==> src/rtl/core/ssa_pkg.sv <==
package ssa_pkg;

  localparam int MAX_SLOTS_DEF        = 1024;
  localparam int SECTORS_PER_SLOT_DEF = 8;

  localparam int COUNT_W   = 11;
  localparam int INDEX_W   = 10;
  localparam int STATUS_W  = 2;
  localparam int SLOTNUM_W = 10;
  localparam int SECTOR_W  = 13;
  localparam int LIMIT_W   = 12;

  localparam logic [COUNT_W-1:0] SLOT_COUNT_RST = COUNT_W'(1024);

  // The bitmap is held as 32-bit rows.
  localparam int WORD_BITS = 32;
  localparam int BIT_W     = 5;

  localparam logic [STATUS_W-1:0] ST_OK       = 2'd0;
  localparam logic [STATUS_W-1:0] ST_FULL     = 2'd1;
  localparam logic [STATUS_W-1:0] ST_NOT_USED = 2'd2;

  localparam logic CMD_ALLOC   = 1'b0;
  localparam logic CMD_RELEASE = 1'b1;

  typedef enum logic [1:0] {
    CLS_ALLOC,
    CLS_FREE,
    CLS_BAD
  } cls_e;

  typedef struct packed {
    logic valid;
    cls_e cls;
  } req_t;

endpackage

==> src/rtl/core/ssa_front.sv <==
module ssa_front #(
  parameter int MAX_SLOTS = ssa_pkg::MAX_SLOTS_DEF,
  parameter int SLOT_W    = 11
) (
  input  logic                        clk_i,
  input  logic                        rst_ni,
  input  logic                        in_valid_i,
  output logic                        in_ready_o,
  input  logic                        command_i,
  input  logic [ssa_pkg::INDEX_W-1:0] slot_index_i,
  output ssa_pkg::req_t               req_o,
  output logic [SLOT_W-1:0]           slot_o,
  input  logic                        pop_i
);

  ssa_pkg::cls_e       cls_q  [2];
  logic [SLOT_W-1:0]   slot_q [2];
  logic                wr_ptr_q, wr_ptr_d;
  logic                rd_ptr_q, rd_ptr_d;
  logic [1:0]          cnt_q, cnt_d;

  ssa_pkg::cls_e       cls_in;
  logic [16:0]         idx_ext;
  logic                push;
  logic                pop;

  assign idx_ext = 17'(slot_index_i);

  // A release beyond the bitmap can never name a used slot.
  always_comb begin
    if (command_i == ssa_pkg::CMD_ALLOC) begin
      cls_in = ssa_pkg::CLS_ALLOC;
    end else if (idx_ext >= 17'(MAX_SLOTS)) begin
      cls_in = ssa_pkg::CLS_BAD;
    end else begin
      cls_in = ssa_pkg::CLS_FREE;
    end
  end

  assign in_ready_o = (cnt_q != 2'd2);
  assign push       = in_valid_i && in_ready_o;
  assign pop        = pop_i && (cnt_q != 2'd0);

  always_comb begin
    wr_ptr_d = push ? ~wr_ptr_q : wr_ptr_q;
    rd_ptr_d = pop ? ~rd_ptr_q : rd_ptr_q;
    cnt_d    = cnt_q + 2'(push) - 2'(pop);
  end

  always_ff @(posedge clk_i or negedge rst_ni) begin
    if (!rst_ni) begin
      wr_ptr_q <= 1'b0;
      rd_ptr_q <= 1'b0;
      cnt_q    <= 2'd0;
    end else begin
      wr_ptr_q <= wr_ptr_d;
      rd_ptr_q <= rd_ptr_d;
      cnt_q    <= cnt_d;
    end
  end

  always_ff @(posedge clk_i) begin
    if (push) begin
      cls_q[wr_ptr_q]  <= cls_in;
      slot_q[wr_ptr_q] <= idx_ext[SLOT_W-1:0];
    end
  end

  assign req_o.valid = (cnt_q != 2'd0);
  assign req_o.cls   = cls_q[rd_ptr_q];
  assign slot_o      = slot_q[rd_ptr_q];

endmodule

==> src/rtl/core/ssa_back.sv <==
module ssa_back #(
  parameter int MAX_SLOTS        = ssa_pkg::MAX_SLOTS_DEF,
  parameter int SECTORS_PER_SLOT = ssa_pkg::SECTORS_PER_SLOT_DEF,
  parameter int SLOT_W           = 11
) (
  input  logic                          clk_i,
  input  logic                          rst_ni,
  input  logic                          cfg_we_i,
  input  logic [ssa_pkg::COUNT_W-1:0]   cfg_wdata_i,
  input  ssa_pkg::req_t                 req_i,
  input  logic [SLOT_W-1:0]             slot_i,
  output logic                          pop_o,
  output logic                          out_valid_o,
  input  logic                          out_ready_i,
  output logic [ssa_pkg::STATUS_W-1:0]  status_o,
  output logic [ssa_pkg::SLOTNUM_W-1:0] slot_number_o,
  output logic [ssa_pkg::SECTOR_W-1:0]  sector_number_o,
  output logic                          last_o
);

  localparam int DEPTH = (MAX_SLOTS < 2048) ? MAX_SLOTS : 2048;
  localparam int ROWS  = (DEPTH + ssa_pkg::WORD_BITS - 1) / ssa_pkg::WORD_BITS;
  localparam int ROW_W = SLOT_W - ssa_pkg::BIT_W;
  localparam int K_W   = (SECTORS_PER_SLOT > 1) ? $clog2(SECTORS_PER_SLOT) : 1;
  localparam int WB    = ssa_pkg::WORD_BITS;
  localparam int BW    = ssa_pkg::BIT_W;
  localparam int LW    = ssa_pkg::LIMIT_W;

  localparam logic [1:0] S_IDLE  = 2'd0;
  localparam logic [1:0] S_CHECK = 2'd1;
  localparam logic [1:0] S_EMIT  = 2'd2;

  logic [1:0]                    state_q, state_d;
  logic [ssa_pkg::COUNT_W-1:0]   count_q;
  ssa_pkg::cls_e                 cls_q, cls_d;
  logic [ROW_W-1:0]              row_q, row_d;
  logic [BW-1:0]                 bit_q, bit_d;
  logic [SLOT_W-1:0]             em_slot_q, em_slot_d;
  logic [ssa_pkg::STATUS_W-1:0]  em_status_q, em_status_d;
  logic                          em_err_q, em_err_d;
  logic [ssa_pkg::SECTOR_W-1:0]  sec_q, sec_d;
  logic [K_W-1:0]                k_q, k_d;

  logic [WB-1:0]                 mem [ROWS];
  logic [ROWS-1:0]               row_vld_q;
  logic [WB-1:0]                 rd_data_q;
  logic                          rd_vld_q;
  logic [ROW_W-1:0]              rd_addr;
  logic                          wr_en;
  logic [WB-1:0]                 wr_data;

  logic                          out_valid_q;
  logic [ssa_pkg::STATUS_W-1:0]  status_q;
  logic [ssa_pkg::SLOTNUM_W-1:0] slot_num_q;
  logic [ssa_pkg::SECTOR_W-1:0]  sector_q;
  logic                          last_q;

  logic [LW-1:0]                 lim;
  logic [16:0]                   cnt_ext;
  logic [WB-1:0]                 word;
  logic [WB-1:0]                 elig;
  logic [WB-1:0]                 free;
  logic [WB-1:0]                 lowest;
  logic [BW-1:0]                 fbit;
  logic [LW-1:0]                 row_base;
  logic [LW-1:0]                 next_base;
  logic                          last_row;
  logic [WB-1:0]                 onehot;
  logic                          load;
  logic                          em_last;
  logic [31:0]                   base_prod;
  logic [16:0]                   slot_ext;

  // Slot counts above the bitmap size act as the bitmap size.
  assign cnt_ext = 17'(count_q);
  assign lim     = (cnt_ext > 17'(DEPTH)) ? LW'(DEPTH) : LW'(count_q);

  assign word      = rd_vld_q ? rd_data_q : '0;
  assign row_base  = LW'({row_q, {BW{1'b0}}});
  assign next_base = row_base + LW'(WB);
  assign last_row  = (next_base >= lim);

  always_comb begin
    for (int b = 0; b < WB; b++) begin
      elig[b] = ((row_base + LW'(b)) < lim);
    end
  end

  assign free   = ~word & elig;
  assign lowest = free & (~free + WB'(1));

  always_comb begin
    fbit = '0;
    for (int b = 0; b < WB; b++) begin
      if (lowest[b]) begin
        fbit = fbit | BW'(b);
      end
    end
  end

  always_comb begin
    onehot = '0;
    if (cls_q == ssa_pkg::CLS_ALLOC) begin
      onehot[fbit] = 1'b1;
    end else begin
      onehot[bit_q] = 1'b1;
    end
  end

  assign em_last = em_err_q || (k_q == K_W'(SECTORS_PER_SLOT - 1));
  assign load    = (state_q == S_EMIT) && (!out_valid_q || out_ready_i);

  always_comb begin
    state_d     = state_q;
    cls_d       = cls_q;
    row_d       = row_q;
    bit_d       = bit_q;
    em_slot_d   = em_slot_q;
    em_status_d = em_status_q;
    em_err_d    = em_err_q;
    k_d         = k_q;
    pop_o       = 1'b0;
    rd_addr     = row_q;
    wr_en       = 1'b0;
    wr_data     = word;
    case (state_q)
      S_IDLE: begin
        if (req_i.valid) begin
          pop_o = 1'b1;
          cls_d = req_i.cls;
          k_d   = '0;
          case (req_i.cls)
            ssa_pkg::CLS_ALLOC: begin
              if (lim == '0) begin
                em_status_d = ssa_pkg::ST_FULL;
                em_err_d    = 1'b1;
                em_slot_d   = '0;
                state_d     = S_EMIT;
              end else begin
                rd_addr = '0;
                row_d   = '0;
                state_d = S_CHECK;
              end
            end
            ssa_pkg::CLS_FREE: begin
              rd_addr = slot_i[SLOT_W-1:BW];
              row_d   = slot_i[SLOT_W-1:BW];
              bit_d   = slot_i[BW-1:0];
              state_d = S_CHECK;
            end
            default: begin
              em_status_d = ssa_pkg::ST_NOT_USED;
              em_err_d    = 1'b1;
              em_slot_d   = '0;
              state_d     = S_EMIT;
            end
          endcase
        end
      end
      S_CHECK: begin
        if (cls_q == ssa_pkg::CLS_ALLOC) begin
          if (free != '0) begin
            wr_en       = 1'b1;
            wr_data     = word | onehot;
            em_slot_d   = {row_q, fbit};
            em_status_d = ssa_pkg::ST_OK;
            em_err_d    = 1'b0;
            state_d     = S_EMIT;
          end else if (last_row) begin
            em_slot_d   = '0;
            em_status_d = ssa_pkg::ST_FULL;
            em_err_d    = 1'b1;
            state_d     = S_EMIT;
          end else begin
            // One row per cycle: the next row is read while this one is checked.
            row_d   = row_q + ROW_W'(1);
            rd_addr = row_q + ROW_W'(1);
          end
        end else if (word[bit_q]) begin
          wr_en       = 1'b1;
          wr_data     = word & ~onehot;
          em_slot_d   = {row_q, bit_q};
          em_status_d = ssa_pkg::ST_OK;
          em_err_d    = 1'b0;
          state_d     = S_EMIT;
        end else begin
          em_slot_d   = '0;
          em_status_d = ssa_pkg::ST_NOT_USED;
          em_err_d    = 1'b1;
          state_d     = S_EMIT;
        end
      end
      S_EMIT: begin
        if (load) begin
          k_d = k_q + K_W'(1);
          if (em_last) begin
            state_d = S_IDLE;
          end
        end
      end
      default: begin
        state_d = S_IDLE;
      end
    endcase
  end

  // The first sector of a slot is set up as the slot is chosen.
  assign base_prod = 32'(em_slot_d) * 32'(SECTORS_PER_SLOT);

  always_comb begin
    sec_d = sec_q;
    if (state_q != S_EMIT) begin
      sec_d = base_prod[ssa_pkg::SECTOR_W-1:0];
    end else if (load) begin
      sec_d = sec_q + ssa_pkg::SECTOR_W'(1);
    end
  end

  always_ff @(posedge clk_i or negedge rst_ni) begin
    if (!rst_ni) begin
      state_q     <= S_IDLE;
      count_q     <= ssa_pkg::SLOT_COUNT_RST;
      row_vld_q   <= '0;
      rd_vld_q    <= 1'b0;
      out_valid_q <= 1'b0;
    end else begin
      state_q  <= state_d;
      rd_vld_q <= row_vld_q[rd_addr];
      if (cfg_we_i) begin
        count_q <= cfg_wdata_i;
      end
      if (wr_en) begin
        row_vld_q[row_q] <= 1'b1;
      end
      if (load) begin
        out_valid_q <= 1'b1;
      end else if (out_ready_i) begin
        out_valid_q <= 1'b0;
      end
    end
  end

  always_ff @(posedge clk_i) begin
    if (wr_en) begin
      mem[row_q] <= wr_data;
    end
    rd_data_q <= mem[rd_addr];
  end

  assign slot_ext = 17'(em_slot_q);

  always_ff @(posedge clk_i) begin
    cls_q       <= cls_d;
    row_q       <= row_d;
    bit_q       <= bit_d;
    em_slot_q   <= em_slot_d;
    em_status_q <= em_status_d;
    em_err_q    <= em_err_d;
    k_q         <= k_d;
    sec_q       <= sec_d;
    if (load) begin
      status_q   <= em_status_q;
      slot_num_q <= slot_ext[ssa_pkg::SLOTNUM_W-1:0];
      sector_q   <= em_err_q ? '0 : sec_q;
      last_q     <= em_last;
    end
  end

  assign out_valid_o     = out_valid_q;
  assign status_o        = status_q;
  assign slot_number_o   = slot_num_q;
  assign sector_number_o = sector_q;
  assign last_o          = last_q;

endmodule

==> src/rtl/core/swap_slot_allocator_top.sv <==
// Flow: an accepted item waits in a two-entry queue until the engine is idle; an allocate then
// scans one 32-slot bitmap row per cycle, a release reads its row once.
// Results: SECTORS_PER_SLOT (8 by default) on success and one on error; the engine takes the next
// item only once the last result of the current one is loaded into the result register.
// Reset: every slot reads as free through per-row valid bits, with no clearing pass, and
// slot_count returns to 1024.
module swap_slot_allocator_top #(
  parameter int MAX_SLOTS        = ssa_pkg::MAX_SLOTS_DEF,
  parameter int SECTORS_PER_SLOT = ssa_pkg::SECTORS_PER_SLOT_DEF
) (
  input  logic                          clk_i,
  input  logic                          rst_ni,
  input  logic                          cfg_we_i,
  input  logic [ssa_pkg::COUNT_W-1:0]   cfg_wdata_i,
  input  logic                          in_valid_i,
  output logic                          in_ready_o,
  input  logic                          command_i,
  input  logic [ssa_pkg::INDEX_W-1:0]   slot_index_i,
  output logic                          out_valid_o,
  input  logic                          out_ready_i,
  output logic [ssa_pkg::STATUS_W-1:0]  status_o,
  output logic [ssa_pkg::SLOTNUM_W-1:0] slot_number_o,
  output logic [ssa_pkg::SECTOR_W-1:0]  sector_number_o,
  output logic                          last_o
);

  localparam int DEPTH  = (MAX_SLOTS < 2048) ? MAX_SLOTS : 2048;
  localparam int ROWS   = (DEPTH + ssa_pkg::WORD_BITS - 1) / ssa_pkg::WORD_BITS;
  localparam int ROW_W  = (ROWS > 1) ? $clog2(ROWS) : 1;
  localparam int SLOT_W = ROW_W + ssa_pkg::BIT_W;

  ssa_pkg::req_t     req;
  logic [SLOT_W-1:0] req_slot;
  logic              pop;

  ssa_front #(
    .MAX_SLOTS (MAX_SLOTS),
    .SLOT_W    (SLOT_W)
  ) u_front (
    .clk_i        (clk_i),
    .rst_ni       (rst_ni),
    .in_valid_i   (in_valid_i),
    .in_ready_o   (in_ready_o),
    .command_i    (command_i),
    .slot_index_i (slot_index_i),
    .req_o        (req),
    .slot_o       (req_slot),
    .pop_i        (pop)
  );

  ssa_back #(
    .MAX_SLOTS        (MAX_SLOTS),
    .SECTORS_PER_SLOT (SECTORS_PER_SLOT),
    .SLOT_W           (SLOT_W)
  ) u_back (
    .clk_i           (clk_i),
    .rst_ni          (rst_ni),
    .cfg_we_i        (cfg_we_i),
    .cfg_wdata_i     (cfg_wdata_i),
    .req_i           (req),
    .slot_i          (req_slot),
    .pop_o           (pop),
    .out_valid_o     (out_valid_o),
    .out_ready_i     (out_ready_i),
    .status_o        (status_o),
    .slot_number_o   (slot_number_o),
    .sector_number_o (sector_number_o),
    .last_o          (last_o)
  );

endmodule

==> config.mk <==
export PLATFORM = sky130hd
export DESIGN_NAME = swap_slot_allocator_top
export DESIGN_NICKNAME = d
export VERILOG_FILES = /design/src/rtl/core/ssa_pkg.sv /design/src/rtl/core/ssa_front.sv /design/src/rtl/core/ssa_back.sv /design/src/rtl/core/swap_slot_allocator_top.sv
export SDC_FILE = /design/constraint.sdc
export NUM_CORES = 2
export LEC_CHECK = 0
export ABC_AREA = 0
export ABC_CLOCK_PERIOD_IN_PS = 6000
export BUFFER_PORTS_ARGS = -buffer_cell sky130_fd_sc_hd__buf_2
export CELL_PAD_IN_SITES_DETAIL_PLACEMENT = 0
export CELL_PAD_IN_SITES_GLOBAL_PLACEMENT = 1
export CORE_ASPECT_RATIO = 1.2
export CORE_MARGIN = 2
export CORE_UTILIZATION = 50
export DETAILED_ROUTE_END_ITERATION = 16
export HOLD_SLACK_MARGIN = 0.06
export PLACE_DENSITY = 0.84
export SYNTH_ARGS = -nofsm -noshare
export SYNTH_HDL_FRONTEND = slang
export SYNTH_SLANG_ARGS = --single-unit
export TNS_END_PERCENT = 100
==> constraint.sdc <==
create_clock -name clk_i -period 6 [get_ports clk_i]
set_input_delay 0 -clock clk_i [delete_from_list [all_inputs] [get_ports clk_i]]
set_output_delay 0 -clock clk_i [all_outputs]
set_load 0.05 [all_outputs]
# --- Yosys cells after proc, flatten, opt, wreduce, memory -nomap -nowiden ---
# Memories as Yosys holds them, arrays and structs flattened. A register that Yosys moved wholly into a read port is not among the register bits.
# Cells that the tools add are included.
# Widths: inputs -> output; s select.
word_totals:
  inputBits: 27
  output_inout_bits: 28
  n_memories: 3
  wordCells: 352
  mem_bits_rw: 1048
  reg_bits: 118
mem_list:
  columns: ["name", "words", "width", "read_ports", "rd_clocked_by_memory_dff", "wr", "line_no", "rtl"]
  rows:
  - ["u_back.mem", 32, 32, 1, 1, 1, "ssa_back.sv:44", "logic [WB-1:0] mem [ROWS];"]
  - ["u_front.slot_q", 2, 10, 1, 0, 1, "ssa_front.sv:17", "logic [SLOT_W-1:0] slot_q [2];"]
  - ["u_front.cls_q", 2, 2, 1, 0, 1, "ssa_front.sv:16", "ssa_pkg::cls_e cls_q [2];"]
op_classes:
  order_cmp: 42
  reduce_logical: 24
  n_eq_ne: 13
  bitwise: 10
  muxes: 201
  add_sub_neg: 38
ops:
  columns: ["operator", "n"]
  rows:
  - ["$lt 12x12->1", 31]
  - ["$mux 32", 11]
  - ["$mux 10", 20]
  - ["$mux 5", 38]
  - ["$add 10x5->11 const B", 16]
  - ["$mux 2", 51]
  - ["$and 32x32->32", 3]
  - ["$not 32->32", 3]
  - ["$add 10x4->11 const B", 8]
  - ["$or 32x32->32", 2]
  - ["$mux 1", 45]
  - ["$add 10x3->11 const B", 4]
  - ["$pmux 10 s2", 2]
  - ["$mux 13", 3]
  - ["$add 32x1->32 const B", 1]
  - ["$mux 4", 8]
  - ["$reduce_bool 32->1", 1]
  - ["$lt 5x6->1 const B", 4]
  - ["$mux 3", 8]
  - ["$add 10x2->11 const B", 2]
  - ["$pmux 5 s2", 2]
  - ["$demux 1 s5", 3]
  - ["$ge 5x1->1 const B", 3]
  - ["$add 13x1->13 const B", 1]
  - ["other kinds (34)", 58]

# --- Longest topological paths before layout ---
logic_depth:
  depth_word: 51
  ltp_mapped: 21
  mapped_depth_nobuf: 16

# --- Cells and area by module ---
# Synthesis repeated with hierarchy kept, for this count alone.
hier_totals:
  hier_cells: 2843
  hier_area_um2: 48131.2
by_module_without_submodules:
  columns: ["module", "cells_each", "instances", "area_per_inst_um2", "seq_area_each_um2"]
  rows:
  - ["ssa_back", 2790, 1, 47129.0, 34399.2]
  - ["ssa_front", 53, 1, 1002.2, 760.7]

# --- Worst setup path before layout ---
# Ideal clock, no wire load.
synth_timing:
  path_kind: "register to register"
  startpoint: "register u_back.count_q[10] (netlist bit)"
  endpoint: "memory u_back.mem[0][29] (netlist bit), data pin"
  t_arrival_ns: 4.868
  path_stages_with_launch: 14
  period_less_slack_ns: 5.336
  t_required_ns: 5.532
  setup_ns: 0.468
  path_buffers: 0
  slack_ns: 0.664
  path_cell_list: "dfstp_2 clkinv_1 nand2_1 ha_1 nand4bb_1 o41ai_2 o221ai_1 nor4_1 nand3_1 or2_2 nor3b_1 nand3_1 nand4_1 o31ai_1"
synth_via:
  elab_chain_cells: 51
  word_cells_on_any_way: 88
  cone_classes: "add/sub (1); order compare (35); mux (44); bitwise (6); reduce/logical (2)"
synth_rtl:
  columns: ["element", "line_no", "rtl"]
  rows:
  - ["start: declaration", "ssa_back.sv:34", "logic [ssa_pkg::COUNT_W-1:0] count_q;"]
  - ["start signal: assignment", "ssa_back.sv:222", "count_q <= ssa_pkg::SLOT_COUNT_RST;"]
  - ["start signal: assignment", "ssa_back.sv:230", "count_q <= cfg_wdata_i;"]
  - ["$gt 11x11->1", "ssa_back.sv:76", "assign lim = (cnt_ext > 17'(DEPTH)) ? LW'(DEPTH) : LW'(count_q);"]
  - ["$mux 11 *", "ssa_back.sv:76", null]
  - ["$lt 10x12->1 or $lt 12x12->1 (tied branches)", "ssa_back.sv:85", "elig[b] = ((row_base + LW'(b)) < lim);"]
  - ["$and 32x32->32 *", "ssa_back.sv:89", "assign free = ~word & elig;"]
  - ["$not 32->32", "ssa_back.sv:90", "assign lowest = free & (~free + WB'(1));"]
  - ["$add 32x1->32", "ssa_back.sv:90", null]
  - ["$and 32x32->32", "ssa_back.sv:90", null]
  - ["$mux 1", "ssa_back.sv:95", "if (lowest[b]) begin"]
  - ["[35 not listed]", null, null]
  - ["$not 32->32", "ssa_back.sv:181", "wr_data = word & ~onehot;"]
  - ["$and 32x32->32", "ssa_back.sv:181", null]
  - ["$mux 32", "ssa_back.sv:179", "end else if (word[bit_q]) begin"]
  - ["$mux 32", "ssa_back.sv:161", "if (cls_q == ssa_pkg::CLS_ALLOC) begin"]
  - ["$mux 32", "ssa_back.sv:126", "case (state_q)"]
  - ["$mux 32 *", "ssa_back.sv:161", null]
  - ["$mux 32 * (2 in a row)", "ssa_back.sv:126", null]
  - ["via u_back.wr_data[29]", "ssa_back.sv:50", "logic [WB-1:0] wr_data;"]
  - ["end: declaration", "ssa_back.sv:44", null]
# Mark *: on every way through the listed nets, which the timed path passes. The rest lies on a longest branch. The select of a mux whose other input is x is not followed.

# --- Worst setup path in the final report ---
layout_timing:
  startpoint: "register u_back.count_q[10] (netlist bit)"
  endpoint: "register u_back.rd_data_q[3], read port of u_back.mem"
layout_via:
  elab_chain_cells: 13
  word_cells_on_any_way: 57
  cone_classes: "order compare (34); mux (20); bitwise (1); reduce/logical (2)"
layout_rtl:
  columns: ["element", "line_no", "rtl"]
  rows:
  - ["$gt 11x11->1", "ssa_back.sv:76", null]
  - ["$mux 11 *", "ssa_back.sv:76", null]
  - ["$ge 12x12->1 or $logic_not 12->1 (tied branches)", "ssa_back.sv:81, ssa_back.sv:134", null]
  - ["$mux 5, on equally long branches", "ssa_back.sv:169, ssa_back.sv:134", null]
  - ["$mux 5, on equally long branches", "ssa_back.sv:162, ssa_back.sv:132", null]
  - ["$mux 5, on equally long branches", "ssa_back.sv:161, ssa_back.sv:128", null]
  - ["$mux 5", "ssa_back.sv:126", null]
  - ["$mux 5 or $pmux 5 s2 (tied branches)", "ssa_back.sv:162, ssa_back.sv:132", null]
  - ["$mux 5, on equally long branches", "ssa_back.sv:161, ssa_back.sv:128", null]
  - ["$mux 5", "ssa_back.sv:126", null]
  - ["$mux 5, on equally long branches", "ssa_back.sv:161, ssa_back.sv:128", null]
  - ["$mux 5", "ssa_back.sv:126", null]
  - ["$pmux 5 s2 *", "ssa_back.sv:126", null]
  - ["end: declaration", "ssa_back.sv:46", "logic [WB-1:0] rd_data_q;"]
# Mark *: on every way between the ends. The rest lies on a longest branch, timed or not. The select of a mux whose other input is x is not followed.
# A chain may end at the register's enable or synchronous reset.

==> results.md <==
* Unrepaired setup endpoints after global routing: false
* Crit path time final at 5.56 ns
* Antenna violations before repair at 2
* Status: finished clean
* Most common cell in the netlist: edfxtp_1
* Post-synth top cells: edfxtp_1 (1094), nand2_1 (513), mux2i_1 (356)
* Post-CTS Setup Bufs at 0
* Period utilization at 0.927
* Rows at 126
* Post-Place Cell Area at 53500 sq um
* Setup TNS at 0 ns
* Top FF cell, synth: edfxtp_1
* Synth unique cells at between 80 and 90
* P_int at 0.0207 W
* Cell area after layout at 57800 sq um
* Avg Cell Area, Syn at 14.6 sq um
* Synth area leader: edfxtp_1
* Antenna fix cells at 0
* Critical path required time at 6.57 ns
* Synth warnings at 0
* HPWL after DPL at 89900 um
* Seq pwr share at 0.336
* Comb pwr share at 0.457
* PortBufs at 54
* Flip-flop and latch count after synthesis at 1195
* Clk_skew at between 0.04 and 0.05 ns
* Sw Ratio at 0.400
* Setup ws final at between 0.4 and 0.5 ns
* Max Clock Freq at 180 MHz
* Clock Tree Root: clkbuf_16
* CTS H-tree lvls at 3
* Synthesized Nets at 3432
* Post-synth top area share at 0.665
* PwrDens at 597 nW/um^2
* CP arrival at 6.13 ns
* Die width at 291 um
* Part of the Yosys area used for sequential elements at 0.711
* Largest net degree at the start of global routing at 69
* # DRC at 0
* TritonCTS Buffers at 107
* Clk_lat worst skew at 0.72 ns
* CTS clk-pin slew, worst paths at 0.07 ns
* Detailed-route wire length at 148000 um
* Gpl congestion at 0.978
* Number of flops mapped to enable cells by yosys at 1094
* Psw at between 0.01 and 0.015 W
* Worst VDD drop at 0.442 mV
* Worst setup SP type: flop
* Die area at 101000 sq um
* Router iterations before antenna repair at 5
* First-pass GRT wire length at 213000 um
* Worst setup EP type: flop
* Vias per cell at around 6.4
* Core area at approximately 98000 sq um
* Starting density of the core at 0.503
* Max-slew violation count at 0
* CTS tree: built
* LEAKAGE at 21.2 nW
* Ports at 55
* Max cap viols at 0
* Final nets at 3670
* Dpl ws at 0.516 ns
* Number of global-route vias before repair at 31400
* Area Overhead vs Synth at 17.0%
* Sink Count at 1195
* Share of synthesized registers carrying an async set or reset at 0.0427
* Hold Violations, Final at 0
* Drt wl/cell at 29.5 um
* DRT iter0 DRCs at 3872
* Remaining Overflow, GRT at 0
* Synth top area cells: edfxtp_1 (66%), mux2i_1 (7.2%), nand2_1 (3.9%)
* Slew @ Worst Pin at 1.18 ns
* GRT Util Overall at 0.289
* Hold Path Class: in2reg
* CP Class: reg2reg
* Chip height at 348 um
* Mapped Cells at roughly 3400
* Final ANT Viol Nets at 0
* Maximum clock insertion buffer count at 3
* Final setup viols at 0
* Clock power share at 0.207
* Crit-path max FO at 25
* Max-slew headroom at 0.211
* Post-synthesis instance area at between 40000 and 50000 sq um
* Vias at 31800
* Fraction of layout cells with a size suffix above 1 at 0.164
## area by class of cell
type / instances / area [sq um]
sequential: 1195 / 35100
inverter: 26 / 109
tap: 1280 / 1600
clock buffer: 159 / 3150
clock inverter: 45 / 584
timing repair buffer: 333 / 3630
multi-input combinational: 1959 / 13600
fill: 7248 / 40400
## logic make-up after synthesis
logic type	Yosys count	synth area share
buffers and inverters	230	0.0213
XOR/XNOR	19	0.00337
multiplexers	393	0.0824
AND/OR/NAND/NOR	901	0.0821
adder cells (fa/ha/maj)	21	0.00532
AO/OA/AOI/OAI	625	0.0948
flip-flops	1195	0.711
## layout by cell type (no fill, tap or decap), drive strengths merged, types with 42 or more instances in the layout
master / synthesis / layout
buf: 97 / 275
dfxtp: 50 / 50
o211ai: 42 / 42
a31oi: 107 / 107
nand4: 42 / 42
a221oi: 66 / 66
nand2: 513 / 513
nor2: 114 / 114
o21ai: 77 / 77
a21oi: 70 / 70
dfrtp: 50 / 50
nand3: 62 / 62
clkbuf: 107 / 159
dlygate4sd3: 0 / 58
a32oi: 67 / 67
edfxtp: 1094 / 1094
mux2i: 356 / 356
a22oi: 53 / 53
## path summary, 6_finish.rpt
path / endpoint / cells past startpoint / start / slack (ns)
min in group asynchronous: u_front.wr_ptr_q / 4 / rst_ni / 0.46
worst min-delay path: u_front.wr_ptr_q / 4 / in_valid_i / 0.16
worst max-delay path: u_back.rd_data_q[3] / 17 / u_back.count_q[10] / 0.44
worst min register to register: u_back.status_o[1] / 0 / u_back.em_status_q[1] / 0.42
max in group asynchronous: u_back.row_vld_q[27] / 4 / rst_ni / 4.92
worst max register to register: u_back.rd_data_q[3] / 17 / u_back.count_q[10] / 0.44
## per-layer routing
layer	up-vias	GRT usage	wire length [um]	share of wire
met2	1783	0.489	72500	0.49
met3	407	0.0483	13100	0.089
met4	0	0.143	7940	0.054
met5	-	0	0	0
li1	13700	-	-	-
met1	15900	0.361	54100	0.37
## power groups by stage
stage | Sequential (W) | Clock (W) | Combinational (W)
5_1_grt | 0.0116 | 0.00752 | 0.0166
2_1_floorplan | 0.0116 | 0 | 0.00937
3_5_place_dp | 0.0117 | 0 | 0.0155
6_report | 0.0116 | 0.00714 | 0.0158
3_3_place_gp | 0.0117 | 0 | 0.0152
4_1_cts | 0.0115 | 0.00719 | 0.0156
## worst max-delay path: stages (launching register included)
cell and delay (ns):
dfstp_2 0.53, clkinv_1 0.19, nand2_1 0.19, ha_1 0.28
nand4b_1 0.30, a2111oi_1 0.55, o211ai_1 0.24, or3_4 0.49
o41a_1 0.53, nor3_1 0.27, buf_4 0.16, a311oi_1 0.11
buf_4 0.18, nor2_4 0.30, buf_4 0.42, a221oi_1 0.16
o21ai_0 0.34, a32oi_1 0.15
## registers in the layout, indices dropped and copies added, names as in the netlist, 2 cells and up
signal                  cells
u_back.count_q             11
u_back.mem               1024
u_back.sec_q               13
u_back.rd_data_q           32
u_front.cls_q               2
u_back.em_slot_q           10
u_back.bit_q                5
u_front.slot_q             20
u_front.cnt_q               2
u_back.sector_number_o     13
u_back.k_q                  3
u_back.state_q              2
u_back.row_vld_q           32
u_back.slot_number_o       10
u_back.em_status_q          2
u_back.row_q                5
u_back.status_o             2
## per-stage QoR
stage	instances	power [W]	utilization	hold WS, ns
floorplan	3384	0.0210	-	-0.296
global placement	4733	0.0269	0.544	0.170
detailed placement	4735	0.0272	0.545	0.174
CTS	4997	0.0343	0.589	0.142
global route	4997	0.0358	0.589	0.183
finish	4997	0.0345	0.589	0.158
## repair_timing
| item | 4_1_cts | 5_1_grt |
|---|---|---|
| endpoints found under the setup margin | 0 | 0 |
| hold buffers | 58 | 0 |
| endpoints found under the hold margin | 115 | 0 |
| gates resized for setup | 0 | 0 |
No activity file was read; power rests on OpenSTA's default activity.
